<file path="src/sv/ist_pkg.sv">
// Package for the integer set table: sizes, codes, state encoding and the
// memory request bundle. Depends on nothing; every other file imports it.
package ist_pkg;

   localparam int CAPACITY = 64;
   localparam int IDX_W    = (CAPACITY > 1) ? $clog2(CAPACITY) : 1;
   localparam int CNT_W    = $clog2(CAPACITY + 1);

   localparam int OPCODE_W = 2;
   localparam int VALUE_W  = 32;
   localparam int STATUS_W = 2;
   localparam int COUNT_W  = 7;

   typedef enum logic [OPCODE_W-1:0] {
      OP_INSERT = 2'd0,
      OP_REMOVE = 2'd1,
      OP_LOOKUP = 2'd2,
      OP_CLEAR  = 2'd3
   } opcode_type;

   typedef enum logic [STATUS_W-1:0] {
      STAT_OK   = 2'd0,
      STAT_MISS = 2'd1,
      STAT_FULL = 2'd2
   } status_type;

   typedef enum logic [1:0] {
      ST_IDLE,
      ST_SCAN,
      ST_SHIFT,
      ST_FINISH
   } state_type;

   // One write port and one read port per cycle.
   typedef struct packed {
      logic               wr_en;
      logic [IDX_W-1:0]   wr_addr;
      logic [VALUE_W-1:0] wr_data;
      logic               rd_en;
      logic [IDX_W-1:0]   rd_addr;
   } mem_req_type;

endpackage

</file>
<file path="src/sv/ist_mem.sv">
// Element store of the integer set table: a simple dual-port synchronous RAM
// with registered read data. Depends on ist_pkg.
module ist_mem
   import ist_pkg::*;
(
   input  logic               clock,
   input  mem_req_type        mem_req,
   output logic [VALUE_W-1:0] rd_data
);

   logic [VALUE_W-1:0] store_mem [CAPACITY];
   logic [VALUE_W-1:0] rd_data_ff;

   always_ff @(posedge clock) begin
      if (mem_req.wr_en) begin
         store_mem[mem_req.wr_addr] <= mem_req.wr_data;
      end
   end

   always_ff @(posedge clock) begin
      if (mem_req.rd_en) begin
         rd_data_ff <= store_mem[mem_req.rd_addr];
      end
   end

   assign rd_data = rd_data_ff;

endmodule

</file>
<file path="src/sv/integer_set_table_top.sv">
// Top level of the integer set table: control sequencer, scan and shift
// pipeline, count register and result register. Depends on ist_pkg, ist_mem.
//
//   Channel   Direction  Handshake            Payload
//   req_      in         req_valid/req_stall  req_opcode, req_value
//   rsp_      out        rsp_valid/rsp_stall  rsp_status, rsp_count
//
// Insert and lookup scan until they find the value or pass the last entry;
// remove scans to the value, then shifts the entries behind it down, so its
// run is much the same wherever it finds the value; clear does no scan.
// The store's single read port feeds one entry per cycle to the comparator.
// Reset clears the element count, the sequencer state and the valid flags; the store itself is
// not cleared, since only entries below the count are ever read.
// A stalled result waits in the output register while the next transfer on
// the request side is taken; the sequencer holds its result only when that
// register is full and stalled.
module integer_set_table_top
   import ist_pkg::*;
(
   input  logic                       clock,
   input  logic                       reset,
   input  logic                       req_valid,
   output logic                       req_stall,
   input  logic [OPCODE_W-1:0]        req_opcode,
   input  logic signed [VALUE_W-1:0]  req_value,
   output logic                       rsp_valid,
   input  logic                       rsp_stall,
   output logic [STATUS_W-1:0]        rsp_status,
   output logic [COUNT_W-1:0]         rsp_count
);

   state_type          state_ff, state_in;
   opcode_type         op_ff, op_in;
   logic [VALUE_W-1:0] value_ff, value_in;
   logic [CNT_W-1:0]   count_ff, count_in;
   status_type         res_status_ff, res_status_in;

   // Scan pipeline: an address stage that issues reads and a compare stage
   // that sees the read data in the following cycle.
   logic [IDX_W-1:0]   scan_addr_ff, scan_addr_in;
   logic               scan_last_ff, scan_last_in;
   logic               cmp_valid_ff, cmp_valid_in;
   logic [IDX_W-1:0]   cmp_idx_ff, cmp_idx_in;

   logic               rsp_valid_ff, rsp_valid_in;
   logic [STATUS_W-1:0] rsp_status_ff, rsp_status_in;
   logic [COUNT_W-1:0] rsp_count_ff, rsp_count_in;

   mem_req_type        mem_req;
   logic [VALUE_W-1:0] rd_data;

   logic               req_accept;
   logic               out_free;
   logic               issue;
   logic               hit;
   logic               at_last;
   logic               miss_done;
   logic [IDX_W-1:0]   last_idx;

   ist_mem u_mem (
      .clock   (clock),
      .mem_req (mem_req),
      .rd_data (rd_data)
   );

   // The block takes a new request only between operations.
   assign req_stall  = (state_ff != ST_IDLE);
   assign req_accept = req_valid && !req_stall;
   assign out_free   = !rsp_valid_ff || !rsp_stall;

   // The last live entry; only meaningful while the count is nonzero.
   assign last_idx  = IDX_W'(count_ff - CNT_W'(1));
   assign issue     = ((state_ff == ST_SCAN) || (state_ff == ST_SHIFT)) &&
                      (count_ff != '0) && !scan_last_ff;
   assign hit       = cmp_valid_ff && (rd_data == value_ff);
   assign at_last   = cmp_valid_ff && (cmp_idx_ff == last_idx);
   // An empty set, or a scan whose final compare found nothing.
   assign miss_done = (count_ff == '0) || (at_last && !hit);

   // Next state.
   always_comb begin
      state_in = state_ff;
      unique case (state_ff)
         ST_IDLE: begin
            if (req_accept) begin
               state_in = (opcode_type'(req_opcode) == OP_CLEAR) ? ST_FINISH : ST_SCAN;
            end
         end
         ST_SCAN: begin
            if (hit) begin
               // Removing anything but the last entry needs the gap closed.
               state_in = ((op_ff == OP_REMOVE) && !at_last) ? ST_SHIFT : ST_FINISH;
            end else if (miss_done) begin
               state_in = ST_FINISH;
            end
         end
         ST_SHIFT: begin
            if (at_last) begin
               state_in = ST_FINISH;
            end
         end
         ST_FINISH: begin
            if (out_free) begin
               state_in = ST_IDLE;
            end
         end
         default: state_in = ST_IDLE;
      endcase
   end

   // Datapath and memory control.
   always_comb begin
      op_in         = op_ff;
      value_in      = value_ff;
      count_in      = count_ff;
      res_status_in = res_status_ff;
      scan_addr_in  = scan_addr_ff;
      scan_last_in  = scan_last_ff;
      cmp_valid_in  = issue;
      cmp_idx_in    = scan_addr_ff;

      mem_req         = '0;
      mem_req.rd_en   = issue;
      mem_req.rd_addr = scan_addr_ff;

      if (issue) begin
         scan_addr_in = scan_addr_ff + IDX_W'(1);
         scan_last_in = (scan_addr_ff == last_idx);
      end

      unique case (state_ff)
         ST_IDLE: begin
            if (req_accept) begin
               op_in        = opcode_type'(req_opcode);
               value_in     = req_value;
               scan_addr_in = '0;
               scan_last_in = 1'b0;
               if (opcode_type'(req_opcode) == OP_CLEAR) begin
                  count_in      = '0;
                  res_status_in = STAT_OK;
               end
            end
         end
         ST_SCAN: begin
            if (hit) begin
               case (op_ff)
                  OP_INSERT: res_status_in = STAT_MISS;
                  OP_REMOVE: begin
                     res_status_in = STAT_OK;
                     // The last entry simply drops out of the count.
                     if (at_last) begin
                        count_in = count_ff - CNT_W'(1);
                     end
                  end
                  default:   res_status_in = STAT_OK;
               endcase
            end else if (miss_done) begin
               if (op_ff == OP_INSERT) begin
                  if (count_ff >= CNT_W'(CAPACITY)) begin
                     res_status_in = STAT_FULL;
                  end else begin
                     res_status_in   = STAT_OK;
                     mem_req.wr_en   = 1'b1;
                     mem_req.wr_addr = IDX_W'(count_ff);
                     mem_req.wr_data = value_ff;
                     count_in        = count_ff + CNT_W'(1);
                  end
               end else begin
                  res_status_in = STAT_MISS;
               end
            end
         end
         ST_SHIFT: begin
            // Each entry read moves down by one; the write address trails the read by two.
            if (cmp_valid_ff) begin
               mem_req.wr_en   = 1'b1;
               mem_req.wr_addr = cmp_idx_ff - IDX_W'(1);
               mem_req.wr_data = rd_data;
               if (at_last) begin
                  count_in = count_ff - CNT_W'(1);
               end
            end
         end
         ST_FINISH: begin
         end
         default: begin
         end
      endcase
   end

   // Result register: loaded as the sequencer finishes, drained by the consumer.
   always_comb begin
      rsp_valid_in  = rsp_valid_ff && rsp_stall;
      rsp_status_in = rsp_status_ff;
      rsp_count_in  = rsp_count_ff;
      if ((state_ff == ST_FINISH) && out_free) begin
         rsp_valid_in  = 1'b1;
         rsp_status_in = res_status_ff;
         rsp_count_in  = COUNT_W'(count_ff);
      end
   end

   always_ff @(posedge clock) begin
      if (reset) begin
         state_ff     <= ST_IDLE;
         count_ff     <= '0;
         scan_last_ff <= 1'b0;
         cmp_valid_ff <= 1'b0;
         rsp_valid_ff <= 1'b0;
      end else begin
         state_ff     <= state_in;
         count_ff     <= count_in;
         scan_last_ff <= scan_last_in;
         cmp_valid_ff <= cmp_valid_in;
         rsp_valid_ff <= rsp_valid_in;
      end
   end

   always_ff @(posedge clock) begin
      op_ff         <= op_in;
      value_ff      <= value_in;
      res_status_ff <= res_status_in;
      scan_addr_ff  <= scan_addr_in;
      cmp_idx_ff    <= cmp_idx_in;
      rsp_status_ff <= rsp_status_in;
      rsp_count_ff  <= rsp_count_in;
   end

   assign rsp_valid  = rsp_valid_ff;
   assign rsp_status = rsp_status_ff;
   assign rsp_count  = rsp_count_ff;

   // The count never passes the capacity of the store.
   a_count_bound: assert property (@(posedge clock) disable iff (reset)
      count_ff <= CNT_W'(CAPACITY))
      else $error("element count exceeds capacity");

   // During a shift the write always trails the read, so they never collide.
   a_shift_no_collide: assert property (@(posedge clock) disable iff (reset)
      (mem_req.wr_en && mem_req.rd_en) |-> (mem_req.wr_addr != mem_req.rd_addr))
      else $error("read and write of the same entry in one cycle");

   // An accepted clear leaves an empty set.
   a_clear_empties: assert property (@(posedge clock) disable iff (reset)
      (req_accept && (opcode_type'(req_opcode) == OP_CLEAR)) |=> (count_ff == '0))
      else $error("clear did not empty the set");

   // The final move of a shift removes exactly one element.
   a_shift_decrement: assert property (@(posedge clock) disable iff (reset)
      ((state_ff == ST_SHIFT) && at_last) |=>
         (count_ff == $past(count_ff) - CNT_W'(1)))
      else $error("remove did not decrement the count");

   // Leaving the finishing state loads a result and returns the sequencer to idle.
   a_result_from_finish: assert property (@(posedge clock) disable iff (reset)
      ((state_ff == ST_FINISH) && out_free) |=> (rsp_valid_ff && (state_ff == ST_IDLE)))
      else $error("finished operation produced no result");

endmodule

</file>
<file path="config.mk">
export PLATFORM = sky130hd
export DESIGN_NAME = integer_set_table_top
export DESIGN_NICKNAME = d
export VERILOG_FILES = /design/src/sv/ist_pkg.sv /design/src/sv/ist_mem.sv /design/src/sv/integer_set_table_top.sv
export SDC_FILE = /design/constraint.sdc
export NUM_CORES = 2
export LEC_CHECK = 0
export ABC_AREA = 1
export BUFFER_PORTS_ARGS = -buffer_cell sky130_fd_sc_hd__buf_4
export CORE_AREA = 2 2 397 438
export DETAILED_ROUTE_END_ITERATION = 7
export DIE_AREA = 0 0 399 440
export PLACE_DENSITY = 0.69
export SYNTH_ARGS = -nofsm -noshare
export SYNTH_HDL_FRONTEND = slang
export SYNTH_SLANG_ARGS = --single-unit
</file>
<file path="constraint.sdc">
create_clock -name clock -period 4.5 [get_ports clock]
set_input_delay 0.225 -clock clock [delete_from_list [all_inputs] [get_ports clock]]
set_output_delay 0.225 -clock clock [all_outputs]
set_load 0.1 [all_outputs]
</file>
==> impl_metrics.py <==
metrics = {
    "run_status": {
        "run_status": "finished with violations",
        "violations": "DRC",
    },
    "floorplan": {
        "core_um2": 172000,
        "die-height_um": 440,
        "rows": 160,
        "dieArea_um2": 176000,
        "initial_core_util": 0.495,
        "io_pins": 49,
        "die_w_um": 399,
    },
    "logic_synthesis": {
        "synth_compound_area_frac": 0.133,
        "ys_seq_elements": 2149,
        "syn_inst": 6589,
        "synth_nets": 6636,
        "synth-main-ff-cell": "edfxtp_1",
        "synthSimpleGateAreaFrac": 0.0825,
        "yosys.area_share.adder": 0.00132,
        "synthXorXnorAreaFrac": 0.00185,
        "synth_top_area_frac": 0.750,
        "ys_seq_area_frac": 0.755,
        "synth_edf_count": 2125,
        "synth.area.top_cells": "edfxtp_1, o21ai_0, nor2_1",
        "synth_cell_types": 41,
        "synth_top_family_by_area": "compound AO/OA/AOI/OAI gates",
        "yosys.area.top_type": "edfxtp_1",
        "synth_most_common_cell": "edfxtp_1",
        "ys_warn_count": 0,
        "async_flop_share": 0,
        "syn_area_per_cell_um2": 12.9,
        "synth_mux_area_frac": 0,
        "synth_commonest_cells": "edfxtp_1, nor2_1, o21ai_0",
        "syn_area_um2": 85100,
    },
    "worst_setup_path": {
        "end_kind": "register",
        "cp_cell_sequence": "inv_1, ha_1, xnor2_1, nor2_1, nand2_1, nor2_1, nand2_1, nor2_4, nand2_2, nand2_4, nand3_1, nand2_1, nand2_2, nor2_1, nand2_2, nor2_4, buf_4",
        "crit_type": "register to register",
        "path_max_fanout": 21,
        "reg2reg_from": "count_ff[1]$_SDFFE_PP0P_",
        "crit_arrival_ns": 4.71,
        "path_delay_family": "simple AND/OR/NAND/NOR gates",
        "cpMaxStageDelayCell": "dfxtp_1",
        "cp_num_buf_inv": 2,
        "slowest_delay_ns": 0.50,
        "reg2regPathDepth": 17,
        "reg2reg_to": "u_mem.store_mem[51][7]$_DFFE_PP_",
        "reg2reg_setup_slack_ns": 0.30,
        "crit_path_start_kind": "register",
        "worstPathRequired_ns": 5.01,
    },
    "sta": {
        "slew_violations": 0,
        "fin_crit_ns": 4.20,
        "rsz0062_at_grt": "no",
        "timing.final.ws_setup_ns": 0.297,
        "tightest_slew_ns": 1.09,
        "fin_worst_hold_slack_ns": 0.122,
        "setup_viol": 0,
        "finalCritPeriodShare": 0.934,
        "finalHoldViolations": 0,
        "skew_ns": 0.0382,
        "tns_ns": 0,
        "clock.fmax_mhz": 238,
        "max-slew-margin-rel": 0.269,
    },
    "clocking": {
        "clock-root-buffer": "clkbuf_16",
        "cts_tree": "yes",
        "cts.path.max_buffers": 3,
        "htreeDepth": 4,
        "cts_repair_resize_count": 0,
        "clkSinkCount": 2149,
        "numCtsBuffers": 203,
        "clk_latency_ns": 0.87,
        "postCtsSetupRepairBufs": 0,
        "clk_pin_slew_ns": 0.07,
    },
    "power": {
        "vdd_drop_max_uv": 450,
        "cellPowerDensity_nw_per_um2": 428,
        "netSwitchingFraction": 0.234,
        "p_leak_nw": 29.8,
        "internal_power_mw": 32.0,
        "pwr-share-clk": 0.396,
        "comb_power_share": 0.072,
        "net-switching-power_mw": 9.77,
        "seq_power_share": 0.531,
    },
    "placed_design": {
        "dp_slack_ns": 0.432,
        "dp_cells": 8736,
        "gp_congestion": 0.943,
        "dp_hpwl_um": 144000,
        "io_buffers": 48,
    },
    "drt": {
        "via_per_inst": 6.26,
        "routedWlPerCell_um": 26.8,
        "drt_first_pass_iters": 8,
        "drc_errors": 2,
        "totalWireLength_um": 245000,
        "vias": 57200,
        "first_iter_violations": 8357,
        "detail-route-antenna-nets": 0,
    },
    "final_layout": {
        "multi_input_area_um2": 19500,
        "seqCellArea_um2": 64300,
        "fill_cells": 13300,
        "area_growth_pct": 14.6,
        "finalNonFillerCells": 9149,
        "drive_above_1_share": 0.114,
        "nets": 6757,
    },
    "flow_run": {
        "cap_violations": 0,
    },
    "grt": {
        "antenna_found_initial": 14,
        "grt_pass1_wl_um": 359000,
        "track_usage": 0.276,
        "grt_remaining_overflow": 0,
        "grt_max_degree": 117,
        "grt_pass1_vias": 54500,
    },
    "worst_hold_path": {
        "hp-class": "input port to register",
        "hp-start": "req_value[22]",
        "whs_endpoint": "value_ff[22]$_DFFE_PP_",
        "hold_path_depth": 2,
    },
}
==> cells by family after synthesis <==
kind of cell / count (synthesis)
DFF: 2149
AOI/OAI and AO/OA: 2079
and+or+nand+nor: 1770
buffers and inverters: 564
xor gates and xnor gates: 18
adders and majority gates: 9
==> worst max path at each step <==
| stage | startpoint | end | depth (start not counted) |
|---|---|---|---|
| 4_1_cts | count_ff[1]$_SDFFE_PP0P_ | u_mem.store_mem[51][7]$_DFFE_PP_ | 17 |
| 3_5_place_dp | count_ff[1]$_SDFFE_PP0P_ | u_mem.store_mem[51][10]$_DFFE_PP_ | 17 |
| 6_report | count_ff[1]$_SDFFE_PP0P_ | u_mem.store_mem[51][7]$_DFFE_PP_ | 17 |
| 2_1_floorplan | count_ff[0]$_SDFFE_PP0P_ | u_mem.store_mem[0][0]$_DFFE_PP_ | 15 |
| 3_3_place_gp | count_ff[1]$_SDFFE_PP0P_ | u_mem.store_mem[37][28]$_DFFE_PP_ | 16 |
| 5_1_grt | count_ff[1]$_SDFFE_PP0P_ | u_mem.store_mem[50][10]$_DFFE_PP_ | 17 |
==> sequential cells by signal (all words and copies together), names as in the netlist <==
name,count
cmp_valid_ff,1
res_status_ff,2
rsp_valid,1
op_ff,2
count_ff,7
value_ff,32
cmp_idx_in,6
cmp_idx_ff,6
rsp_status,2
scan_last_ff,1
u_mem.rd_data,32
state_ff,2
u_mem.store_mem,2048
rsp_count,7
==> worst reg2reg max path, stage by stage (launching register included) <==
cell     delay [ns]
dfxtp_1        0.50
inv_1          0.11
ha_1           0.35
xnor2_1        0.15
nor2_1         0.16
nand2_1        0.08
nor2_1         0.09
nand2_1        0.09
nor2_4         0.20
nand2_2        0.10
nand2_4        0.13
nand3_1        0.09
nand2_1        0.23
nand2_2        0.20
nor2_1         0.27
nand2_2        0.47
nor2_4         0.27
buf_4          0.33
==> stage by stage <==
step | util | power [mW] | cell area, um2
after floorplan | - | 24.2 | 85100
after global placement | 0.529 | 25.5 | 90800
after detailed placement | 0.529 | 25.5 | 90800
after CTS | 0.568 | 41.8 | 97500
after global routing | 0.568 | 42.8 | 97500
final | 0.568 | 41.8 | 97500
==> per-layer routing <==
metal | track usage | part of all wire
met1 | 0.369 | 0.38
met2 | 0.435 | 0.47
met3 | 0.0569 | 0.11
met4 | 0.128 | 0.049
met5 | 0 | 0.00011
==> power by group through the flow <==
stage	Sequential (mW)	Combinational (mW)	Clock, mW
after global routing	22.2	3.19	17.4
after floorplan	22.7	1.51	0
after detailed placement	22.6	2.91	0
after CTS	22.2	2.96	16.7
final	22.2	3.02	16.5
after global placement	22.6	2.89	0
==> layout make-up <==
| type | instances | area share |
|---|---|---|
| inverters | 97 | 0.00407 |
| multi-input cells | 3876 | 0.200 |
| well taps | 2268 | 0.0291 |
| clock buffers | 248 | 0.0544 |
| flip-flops and latches | 2149 | 0.659 |
| repair buffers | 383 | 0.0427 |
| diodes | 8 | 0.000205 |
| clock inverters | 120 | 0.0105 |
==> cell usage in the layout, fill, tap and decap left out, drive strengths merged, types with 6 or more instances in the layout <==
master       instances
edfxtp            2125
nor2              1465
o21ai             1341
o22ai              644
buf                346
clkbuf             248
nand2              204
inv                102
clkinv              99
nand3               87
a21oi               61
dlygate4sd3         37
dfxtp               24
o32ai               19
bufinv              13
xor2                10
ha                   9
diode                8
xnor2                8
o221ai               8
nand4                6
==> timing repair <==
action,CTS,global route
setup endpoints to repair,0,0
hold buffers,37,0
endpoints found under the hold margin,62,0
No activity file was read; power rests on OpenSTA's default activity.
